**config.mk**
```make
export PLATFORM = sky130hd
export DESIGN_NAME = bpa_ctrl
export DESIGN_NICKNAME = d
export VERILOG_FILES = /design/src/design/bpa_pkg.sv /design/src/design/bpa_ctrl.sv
export SDC_FILE = /design/constraint.sdc
export NUM_CORES = 1
export LEC_CHECK = 0
export ABC_AREA = 1
export BUFFER_PORTS_ARGS = -buffer_cell sky130_fd_sc_hd__buf_4
export CORE_AREA = 2 2 39 41
export CTS_CLUSTER_SIZE = 10
export DETAILED_ROUTE_END_ITERATION = 7
export DIE_AREA = 0 0 41 43
export GPL_ROUTABILITY_DRIVEN = 1
export PLACE_DENSITY = 0.72
export SYNTH_ARGS = -nofsm -noshare
export SYNTH_HDL_FRONTEND = slang
export SYNTH_SLANG_ARGS = --single-unit
```
**constraint.sdc**
```tcl
create_clock -name clk -period 1.7 [get_ports clk]
set_input_delay 0.085 -clock clk [delete_from_list [all_inputs] [get_ports clk]]
set_output_delay 0.085 -clock clk [all_outputs]
set_load 0.02 [all_outputs]
```
**src/design/bpa_pkg.sv**
```systemverilog
// shared types and constants of the bitmap page allocator
package bpa_pkg;

	// fixed field widths
	localparam int CNT_W     = 13;
	localparam int FRAME_W   = 52;
	localparam int CFG_IDX_W = 8;
	localparam int TDATA_W   = 72;

	// default number of pages in the used map
	localparam int MAX_PAGES_DEF = 4096;

	// register indexes
	localparam logic [CFG_IDX_W-1:0] REG_SEG_BASE  = CFG_IDX_W'(0);
	localparam logic [CFG_IDX_W-1:0] REG_SEG_PAGES = CFG_IDX_W'(1);

	// reset values of the registers
	localparam logic [FRAME_W-1:0] SEG_BASE_RST = FRAME_W'(256);

	// operation codes
	localparam logic FUNC_ALLOC = 1'b0;
	localparam logic FUNC_FREE  = 1'b1;

	// controller states
	typedef enum logic [2:0] {
		ST_CLEAR,
		ST_IDLE,
		ST_DECIDE,
		ST_PREP,
		ST_SCAN,
		ST_MARK,
		ST_FREE,
		ST_RESULT
	} state_t;

	// controller to datapath
	typedef struct packed {
		logic accept;
		logic decide;
		logic prep;
		logic scan;
		logic mark;
		logic free_walk;
		logic clear;
		logic load_out;
	} cmd_t;

	// datapath to controller
	typedef struct packed {
		logic is_free;
		logic alloc_go;
		logic free_go;
		logic hit;
		logic scan_miss;
		logic mark_done;
		logic free_done;
		logic clear_done;
		logic reload;
		logic out_busy;
	} sts_t;

endpackage

```
**src/design/bpa_ctrl.sv**
```systemverilog
// controller state machine of the bitmap page allocator
module bpa_ctrl
	import bpa_pkg::*;
(
	input  logic clk,
	input  logic arst_n,
	input  logic s_tvalid,
	output logic s_tready,
	input  sts_t sts,
	output cmd_t cmd
);

	state_t state_q;
	state_t state_nxt;

	// state register, reset starts a clearing pass
	always_ff @(posedge clk or negedge arst_n) begin
		if (!arst_n) begin
			state_q <= ST_CLEAR;
		end else begin
			state_q <= state_nxt;
		end
	end

	// next state
	always_comb begin
		state_nxt = state_q;
		unique case (state_q)
			ST_CLEAR: begin
				if (sts.clear_done) state_nxt = ST_IDLE;
			end
			ST_IDLE: begin
				if (s_tvalid) state_nxt = ST_DECIDE;
			end
			ST_DECIDE: begin
				if (sts.is_free) state_nxt = ST_PREP;
				else if (sts.alloc_go) state_nxt = ST_SCAN;
				else state_nxt = ST_RESULT;
			end
			ST_PREP: begin
				if (sts.free_go) state_nxt = ST_FREE;
				else state_nxt = ST_RESULT;
			end
			ST_SCAN: begin
				if (sts.hit) state_nxt = ST_MARK;
				else if (sts.scan_miss) state_nxt = ST_RESULT;
			end
			ST_MARK: begin
				if (sts.mark_done) state_nxt = ST_RESULT;
			end
			ST_FREE: begin
				if (sts.free_done) state_nxt = ST_RESULT;
			end
			ST_RESULT: begin
				if (!sts.out_busy) state_nxt = ST_IDLE;
			end
			default: state_nxt = ST_CLEAR;
		endcase
		// a segment reload restarts the clearing pass
		if (sts.reload) state_nxt = ST_CLEAR;
	end

	// outputs
	always_comb begin
		cmd       = '0;
		s_tready  = 1'b0;
		unique case (state_q)
			ST_CLEAR:  cmd.clear = 1'b1;
			ST_IDLE: begin
				s_tready   = 1'b1;
				cmd.accept = s_tvalid;
			end
			ST_DECIDE: cmd.decide    = 1'b1;
			ST_PREP:   cmd.prep      = 1'b1;
			ST_SCAN:   cmd.scan      = 1'b1;
			ST_MARK:   cmd.mark      = 1'b1;
			ST_FREE:   cmd.free_walk = 1'b1;
			ST_RESULT: cmd.load_out  = !sts.out_busy;
			default:   cmd           = '0;
		endcase
	end

endmodule

```
# Word-level counts from Yosys, hierarchy flattened
# Index checks and enable logic that the tools add are counted.
# Widths: inputs -> output; s select.
dict set report op_classes {
  mux 21
  n_reduce_logical 3
  n_eq_ne 13
}
# operator n
set op_table {}
lappend op_table {{$mux 3} 9}
lappend op_table {{$pmux 3 s8} 1}
lappend op_table {{$ne 3x3->1 const B} 5}
lappend op_table {{$eq 3x3->1 const B} 4}
lappend op_table {{$mux 1} 10}
lappend op_table {{$eq 3x2->1 const B} 2}
lappend op_table {{$reduce_and 6->1} 1}
lappend op_table {{$ne 4x4->1 const B} 1}
lappend op_table {{$eq 3x1->1 const B} 1}
lappend op_table {{$logic_not 3->1} 1}
lappend op_table {{$mux 2} 1}
lappend op_table {{$logic_not 1->1} 1}
dict set report word_totals {
  output_inout_bits 9
  in_bits 13
  register_bits 3
}

# Depth between registers and ports, before layout
# Gate-level depths: netlist of run 1.
dict set report depth {
  ltp_word 4
  ltp_mapped 9
  depth_no_buf 8
}

# Worst setup path after synthesis of run 1
# OpenSTA, ideal clock, no wires.
dict set report synth_timing {
  path_type {register -> output}
  startpoint {reg state_q[2]}
  endpoint {out cmd[6] (netlist name)}
  path_stages_with_launch 4
  t_arrival_ps 1172
  setup_slack_ps 443
  cell_sequence {dfrtp_1 -> clkbuf_2 -> buf_2 -> nor3_1}
}
# item line
set synth_lines {}
lappend synth_lines {{start, declared} bpa_ctrl.sv:13} ;# state_t state_q;
lappend synth_lines {{start signal, assigned} bpa_ctrl.sv:21} ;# state_q <= state_nxt;
lappend synth_lines {{end, declared} bpa_ctrl.sv:10} ;# output cmd_t cmd

==> results.md, run 1 <==
- Residual DRC: 0
- Reg2Reg Setup Slack: between 0.2 and 0.3 ns
- Worst Tran Pin Value: 0.433 ns
- Syn_area_per_cell: 5.22 um2
- Required time of the critical path: 1.62 ns
- IO Count: 22
- Ys Warns: 0
- Worst-Skew Late Latency: 0.23 ns
- Via-to-Cell Ratio: ~4.8
- Max reg flops: 3
- Async set or reset register ratio after synthesis: 100%
- Final instance area: between 700 and 800 um2
- Routed len/inst: approximately 9.5 um
- Startpoint class of the critical path: flip-flop
- Area after DPL: between 600 and 700 um2
- Post-synthesis cell type count: 16
- Synth Flop Type: dfrtp_1
- H-Tree Depth: 1
- Dpl hpwl: 1.14 mm
- Post-CTS Hold Fix Bufs: 1
- Share of Yosys cell area claimed by the top area cell type: between 10% and 20%
- TritonCTS buffer count: 3
- First-pass GRT wire length: 2.30 mm
- Die H: 43 um
- R2R depth: 7
- Worst-path clk slew: about 0.04 ns
- Final setup fails: 0
- Antenna-violating nets left: 0
- Most frequent cells after synthesis: 23 x nand2_1, 21 x inv_1, 21 x nor2_1
- Post-layout nets: 141
- Yosys reg bits: 3
- Max-cap viol count: 0
- Total grt overflow: 0
- Clock buffer depth: 2
- DRT Wirelength: 1.37 mm
- Area delta synth->final: 36.5%
- Layout cells sized above 1: between 20% and 30%
- Slew margin rel.: 71.1%
- Final worst-path cycle share: around 85%
- Placed cells: 138
- Synth area leaders: nand2_1 16%, nand3_1 15%, inv_1 15%
- WS Path Type: reg -> out
- Global-route track usage on met2: 27.5%
- P_leak: 0.456 nW
- Mapped Nets: 116
- Unrepaired setup endpoints after global routing: false
- Worst hold path class: in -> async
- Clock Skew: around 0.0031 ns
- # rows: 14
- Crit path time final: 1.44 ns
- Worst setup EP type: output pin
- Total track usage: 17.8%
- Core area: 0.00138 mm2
- Chip width: just over 40 um
- Clk sink count: 3
- Post-route setup TNS: 0 ns
- Reg-to-reg endpoint: state_q[0]
- Peak supply drop: 622 uV
- Die area: 0.00176 mm2
- Post-Syn Area: about 540 um2
- Vias post-DR: 689
- # Post-CTS Setup Buffers: 0
- P per Cell Area: 1450 mW/mm2
- Area leader, netlist: nand2_1
- Status: finished clean
- # port buffers: 21
- Cell with the most instances after synthesis: nand2_1
- Slew Viols, Final: 0
- Post-CTS resize count: 0
- Fill cells: 158
- TritonRoute pass-1 iters: 4
- F_max: between 600 and 700 MHz
- Starting Density: between 30% and 40%
- Crit path max fanout: 10
- Drt initial violations: 15
- Clock root cell: clkbuf_4
- GPL Wtd Cong: ~0.95
- Met1 usage: 26.1%
- Critical Path AT: 1.35 ns
- Vias in the first global route: 584
- Final hold violation count: 0
- Finished Layout Cells: 143
- Top Usage Layer GRT: met2
- Post-synthesis sequential area ratio: 14.0%
- Regs by FF count: state_q: 3 flops
- CTS tree: done
- Worst r2r src: state_q[1]
- Syn Inst Count: 103
- Reg with most FFs: state_q
- Initial antenna violation count: 0
- Post-synth EDFFs: 0
- Largest net degree at the start of global routing: 13
- Met3 GRT Util: 1.57%
- Inserted Diodes: 0
==> power by group <==
group | internal, mW | total (mW) | switching, mW | leakage, nW
sequential | 0.102 | 0.214 | 0.111 | 0.0401
clock | 0.0880 | 0.126 | 0.0378 | 0.0150
combinational | 0.289 | 0.726 | 0.437 | 0.401
==> metal layers <==
metal | up-vias | routed length, um
met4 | 0 | 18
li1 | 363 | -
met1 | 304 | 618
met3 | 2 | 69
met2 | 20 | 659
met5 | - | 0
==> critical path, cell delays in order, from the launching register on <==
cell	delay (ns)
dfrtp_1	0.52
nor2_1	0.26
nand2_2	0.10
nor2_1	0.10
buf_4	0.14
==> kinds of logic (layout without fill, tap and decap cells) <==
kind of cell           count (synthesis)  count (layout)  synth area share [%]
AO/OA/AOI/OAI                          1               1                  1.63
buffers and inverters                 26              50                  21.4
AND/OR/NAND/NOR                       73              73                  63.0
flip-flops                             3               3                  14.0
==> through the flow <==
| step | utilization, % | hold WS, ns | setup slack [ns] | power (mW) |
|---|---|---|---|---|
| 5_1_grt | 53.1 | 0.197 | 0.0760 | 1.17 |
| 6_report | 53.1 | 0.174 | 0.261 | 1.07 |
| 3_3_place_gp | 50.5 | -0.127 | 0.314 | 0.929 |
| 2_1_floorplan | - | -0.211 | 0.443 | 0.744 |
| 3_5_place_dp | 50.5 | -0.126 | 0.297 | 0.937 |
| 4_1_cts | 53.1 | 0.174 | 0.257 | 1.07 |
==> layout make-up <==
type                    instances  area (um2)  area share (%)
clock buffers                   4        26.3            3.58
inverters                      22        82.6            11.2
multi-input cells              74         348            47.4
flip-flops and latches          3        75.1            10.2
well taps                      16        20.0            2.73
repair buffers                 24         183            24.9
==> worst max path at each step <==
stage                    start         end  slack [ns]  depth (start not counted)
finish              state_q[1]      cmd[7]        0.26                          4
global route        state_q[1]      cmd[7]        0.08                          4
CTS                 state_q[1]      cmd[7]        0.26                          4
detailed placement  state_q[1]  state_q[0]        0.30                          7
global placement    state_q[0]  state_q[0]        0.31                          7
floorplan           state_q[2]      cmd[6]        0.44                          3
==> cell usage in the layout, fill, tap and decap left out <==
master / instances
clkbuf_1: 1
inv_1: 21
inv_2: 1
dlygate4sd3_1: 1
a21oi_2: 1
clkbuf_4: 3
nand3_1: 16
nor3_1: 2
nand2_4: 1
nand4_1: 6
nor2_4: 2
nor2_1: 21
nand2_2: 1
nor2_2: 1
dfrtp_1: 3
buf_4: 23
nand2_1: 23
Note: power is estimated with default switching activity, not from simulation.
==> run 2, diff against run 1 <==
==> constraint.sdc (replaced) <==
create_clock -name clk -period 1.4 [get_ports clk]
set_input_delay 0.07 -clock clk [delete_from_list [all_inputs] [get_ports clk]]
set_output_delay 0.07 -clock clk [all_outputs]
set_load 0.02 [all_outputs]
==> results.md, run 2 (synthesized netlist as in run 1, its figures left out) <==
- Clk sink count: 3 (unchanged)
- Dpl hpwl: 1.21 mm (+6.3%)
- Chip width: 41 um (unchanged)
- Clock buffer depth: 2 (unchanged)
- Final setup fails: 0 (unchanged)
- Status: finished clean
- Sequential Power Share: 17.3% (-2.7 points)
- Worst r2r src: state_q[2]
- Post-route setup TNS: 0 ns (unchanged)
- Setup ws final: 0.0389 ns (-0.222 ns)
- Area after DPL: 721 um2 (+3.2%)
- Via-to-Cell Ratio: 4.82 (+0.13%)
- Finished Layout Cells: 148 (+3.5%)
- Antenna-violating nets left: 0 (unchanged)
- Total track usage: 18.7% (+0.89 points)
- Worst setup EP type: output pin
- P_leak: 0.485 nW (+6.3%)
- Worst Tran Pin Value: 0.228 ns (-0.205 ns)
- H-Tree Depth: 1 (unchanged)
- # port buffers: 21 (unchanged)
- CP cell instances: nor2_4 > nand2_2 > buf_4 > nor2_2 > buf_4
- Clock root cell: clkbuf_4
- Worst slack, placed: 0.0306 ns (-0.266 ns)
- Core area: 0.00138 mm2 (unchanged)
- Inserted Diodes: 0 (unchanged)
- Critical Path AT: 1.29 ns (-0.06 ns)
- Peak supply drop: 724 uV (+16%)
- Initial antenna violation count: 0 (unchanged)
- Worst-path clk slew: 0.04 ns (about the same)
- Worst-Skew Late Latency: 0.24 ns (about the same)
- P per Cell Area: 1870 mW/mm2 (+29%)
- Final worst-path cycle share: 97.2%
- Hold WS: 0.141 ns (-0.0322 ns)
- Max stage delay on crit path: 0.48 ns (-0.04 ns)
- Combinational share of power: 72.2% (+4.1 points)
- CP most frequent cell: buf_4
- Max reg flops: 3 (unchanged)
- Min-delay src: sts[1]
- Drt initial violations: 38 (+23)
- Util after Layout: 57.1% (+4.1 points)
- Startpoint class of the critical path: flip-flop
- Critical path origin: state_q[1]
- Critical path's slowest cell: dfrtp_2
- Slew margin rel.: 84.8% (+14 points)
- Required time of the critical path: 1.33 ns (-0.29 ns)
- Switching portion of total power: 52.4% (-2.5 points)
- Total grt overflow: 0 (unchanged)
- Clk network pwr share: 10.5% (-1.3 points)
- Die H: 43 um (unchanged)
- Final instance area: 791 um2 (+7.7%)
- Power Internal: 702 uW (+46%)
- IO Count: 22 (unchanged)
- Placed cells: 141 (+2.2%)
- Post-layout nets: 146 (+3.5%)
- GPL Wtd Cong: 0.950 (+0.40%)
- Unrepaired setup endpoints after global routing: true
- NetSw: 774 uW (+32%)
- Vias in the first global route: 635 (+8.7%)
- Pwr Total: 1.48 mW (+39%)
- Worst hold path class: in -> reg
- Die area: 0.00176 mm2 (unchanged)
- Clock Skew: 0.00170 ns (-0.00138 ns)
- Reg with most FFs: state_q
- Crit path time final: 1.36 ns
- Most frequent cells in the layout: 28 x buf_4, 23 x nand2_1, 21 x inv_1
- Area delta synth->final: 47.0%
- TritonCTS buffer count: 3 (unchanged)
- CTS tree: done
- Vias post-DR: 714 (+3.6%)
- Commonest non-fill, non-tap cell in the layout: buf_4
- Starting Density: 38.9% (unchanged)
- WS Path Type: reg -> out
- Largest net degree at the start of global routing: 12 (-1)
- TritonRoute pass-1 iters: 4 (unchanged)
- Crit path max fanout: 7 (-3)
- Final hold violation count: 0 (unchanged)
- Residual DRC: 0 (unchanged)
- Routed len/inst: 10.7 um (+12%)
- Slew Viols, Final: 0 (unchanged)
- First-pass GRT wire length: 2.38 mm (+3.6%)
- Layout cells sized above 1: 33.3% (+7.3 points)
- # rows: 14 (unchanged)
- Regs by FF count: state_q: 3 flops
- F_max: about 730 MHz
- DRT Wirelength: 1.58 mm (+16%)
- Max-cap viol count: 0 (unchanged)
-- run 2: layout make-up --
class | instances | area [um2]
Clock buffer | 4 | 26.3
Fill cell | 146 | 593
Timing Repair Buffer | 29 | 220
Inverter | 22 | 82.6
Tap cell | 16 | 20.0
Multi-Input combinational cell | 74 | 363
Sequential cell | 3 | 78.8
-- run 2: what timing repair did --
action,CTS,global route
hold endpoints to repair,3,0
hold buffers,1,0
buffers inserted,0,2
pin swaps,0,2
resized for setup,3,4
setup endpoints to repair,3,5
-- run 2: power by group through the flow --
stage	Combinational [mW]	Sequential, mW	Clock (mW)
after floorplan	0.748	0.156	0
after global placement	0.963	0.225	0
after detailed placement	0.966	0.229	0
after CTS	0.977	0.239	0.152
after global routing	1.17	0.261	0.157
final	1.07	0.255	0.155
-- run 2: final timing paths --
| path | slack (ns) | to | cells after the start |
|---|---|---|---|
| max | 0.04 | cmd[7] | 5 |
| min | 0.14 | state_q[1] | 4 |
| max reg2reg | 0.06 | state_q[2] | 7 |
| min reg2reg | 0.78 | state_q[2] | 3 |
| max in group asynchronous | 1.13 | state_q[0] | 2 |
| min in group asynchronous | 0.16 | state_q[2] | 2 |
-- run 2: routing by layer --
| metal | vias up | share of wire [%] | global-route usage (%) |
|---|---|---|---|
| li1 | 374 | - | - |
| met1 | 305 | 40 | 24.7 |
| met2 | 33 | 50 | 32.2 |
| met3 | 2 | 9.3 | 0 |
| met4 | 0 | 0.63 | 4.67 |
| met5 | - | 0 | 0 |
-- run 2: worst max-delay path, delay by kind of cell, from the launching register on --
kind	cells	cell delay, ns
DFF	1	0.48
and+or+nand+nor	3	0.30
buffers and inverters	2	0.28
==> run 3, diff against run 2 <==
--- a/config.mk
+++ b/config.mk
@@ -12,6 +12,7 @@
 export DETAILED_ROUTE_END_ITERATION = 7
 export DIE_AREA = 0 0 41 43
 export GPL_ROUTABILITY_DRIVEN = 1
+export MAX_ROUTING_LAYER = met4
 export PLACE_DENSITY = 0.72
 export SYNTH_ARGS = -nofsm -noshare
 export SYNTH_HDL_FRONTEND = slang
==> results.md, run 3 (synthesized netlist as in run 1, its figures left out) <==
- Status: finished clean
- Final hold violation count: 0 (unchanged)
- Worst Tran Pin Value: 0.235 ns (+0.00657 ns)
- Required time of the critical path: 1.33 ns (about the same)
- Area occupied by multi-input gates: 363 um2 (unchanged)
- Worst-path clk slew: 0.05 ns (about the same)
- Via-to-Cell Ratio: 4.81 (-0.28%)
- Residual DRC: 0 (unchanged)
- TritonCTS buffer count: 3 (unchanged)
- Layout cells sized above 1: 32.6% (-0.76 points)
- Worst hold path class: in -> async
- Vias post-DR: 712 (-0.28%)
- CTS tree: done
- Largest net degree at the start of global routing: 12 (unchanged)
- Hold WS: 0.137 ns (-0.00469 ns)
- Clk sink count: 3 (unchanged)
- Total track usage: 20.8% (+2.0 points)
- Startpoint class of the critical path: flip-flop
- Critical Path AT: 1.31 ns (+0.02 ns)
- DRT Wirelength: 1.58 mm (-0.19%)
- Util after Layout: 57.5% (+0.36 points)
- # port buffers: 21 (unchanged)
- WS Path Type: reg -> out
- Dpl hpwl: 1.23 mm (+1.9%)
- P per Cell Area: 1880 mW/mm2 (+0.52%)
- Inserted Diodes: 0 (unchanged)
- Max reg flops: 3 (unchanged)
- Total grt overflow: 0 (unchanged)
- Routed len/inst: 10.7 um (-0.19%)
- Die H: 43 um (unchanged)
- Clock Skew: 0.0150 ns (+0.0133 ns)
- Crit path max fanout: 7 (unchanged)
- Peak supply drop: 782 uV (+8.0%)
- Worst-Skew Late Latency: 0.26 ns (+0.02 ns)
- H-Tree Depth: 1 (unchanged)
- Worst setup EP type: output pin
- F_max: 725 MHz (-1.3%)
- Initial antenna violation count: 0 (unchanged)
- Storage cell area: 78.8 um2 (unchanged)
- P_leak: 0.481 nW (-0.83%)
- Chip width: 41 um (unchanged)
- Final worst-path cycle share: 98.5% (+1.3 points)
- IO Count: 22 (unchanged)
- GPL Wtd Cong: 0.910 (-4.1%)
- Final setup fails: 0 (unchanged)
- Regs by FF count: state_q: 3 flops
- Commonest non-fill, non-tap cell in the layout: buf_4
- Starting Density: 38.9% (unchanged)
- Reg2Reg Setup Slack: 0.08 ns (+0.02 ns)
- Max-cap viol count: 0 (unchanged)
- TritonRoute pass-1 iters: 4 (unchanged)
- Die area: 0.00176 mm2 (unchanged)
- # rows: 14 (unchanged)
- Unrepaired setup endpoints after global routing: true
- Core area: 0.00138 mm2 (unchanged)
- Post-layout nets: 146 (unchanged)
- Fill cells: 142 (-2.7%)
- Slew Viols, Final: 0 (unchanged)
- Area after DPL: 721 um2 (unchanged)
- Clock root cell: clkbuf_4
- First-pass GRT wire length: 2.43 mm (+2.0%)
- Clock buffer depth: 2 (unchanged)
- Reg with most FFs: state_q
- Drt initial violations: 20 (-47%)
- Crit path time final: 1.38 ns (+0.0182 ns)
- Area delta synth->final: 47.9%
- Antenna-violating nets left: 0 (unchanged)
- Vias in the first global route: 610 (-3.9%)
- Most frequent cells in the layout: 25 x buf_4, 23 x nand2_1, 21 x inv_1
- Final instance area: 796 um2 (+0.63%)
- Slew margin rel.: 84.3% (-0.44 points)
==> run 3: path summary, 6_finish.rpt <==
kind	cells after the start	startpoint	to
max in group asynchronous	2	arst_n	state_q[0]
worst min register to register	3	state_q[1]	state_q[1]
min in group clk	4	sts[1]	state_q[2]
worst max-delay path	5	state_q[1]	cmd[7]
worst max register to register	7	state_q[2]	state_q[1]
worst min-delay path	2	arst_n	state_q[2]
==> run 3: metrics by stage <==
step | total power [mW] | cells | setup slack [ns] | TNS, ns
6_report | 1.49 | 148 | 0.0207 | 0
5_1_grt | 1.60 | 148 | -0.0192 | -0.0207
4_1_cts | 1.41 | 146 | 0.0132 | 0
3_5_place_dp | 1.20 | 141 | -0.0232 | -0.0442
3_3_place_gp | 1.19 | 141 | 0.0472 | 0
2_1_floorplan | 0.903 | 103 | 0.158 | 0
==> run 3: routing by layer <==
layer / vias up / wire (um) / GRT usage (%)
met5: - / 0 / -
met4: 0 / 19 / 10.0
met3: 2 / 93 / 3.14
met2: 29 / 793 / 32.8
met1: 308 / 674 / 24.4
li1: 373 / - / -
==> run 3: what timing repair did <==
| action | CTS | global route |
|---|---|---|
| hold buffers | 1 | 0 |
| resized for setup | 5 | 4 |
| setup buffers | 0 | 2 |
| endpoints found under the setup margin | 7 | 2 |
| hold endpoints to repair | 3 | 0 |
| pin swaps | 0 | 2 |
==> run 3: power by group <==
part	total (mW)	internal, mW	switching, mW
combinational	1.07	0.464	0.608
clock	0.171	0.108	0.0632
sequential	0.250	0.133	0.117
total	1.49	0.705	0.788
==> run 3: final cells by class <==
class / count / area share [%]
Clock buffer: 4 / 3.30
Timing Repair Buffer: 29 / 28.3
Sequential cell: 3 / 9.91
Tap cell: 16 / 2.52
Multi-Input combinational cell: 74 / 45.6
Inverter: 22 / 10.4
==> run 3: critical path, cell delays in order (launching register included) <==
cell and delay [ns]:
dfrtp_2 0.48, nor2_4 0.16, nand2_2 0.07, buf_6 0.13, nor2_4 0.09, buf_6 0.12
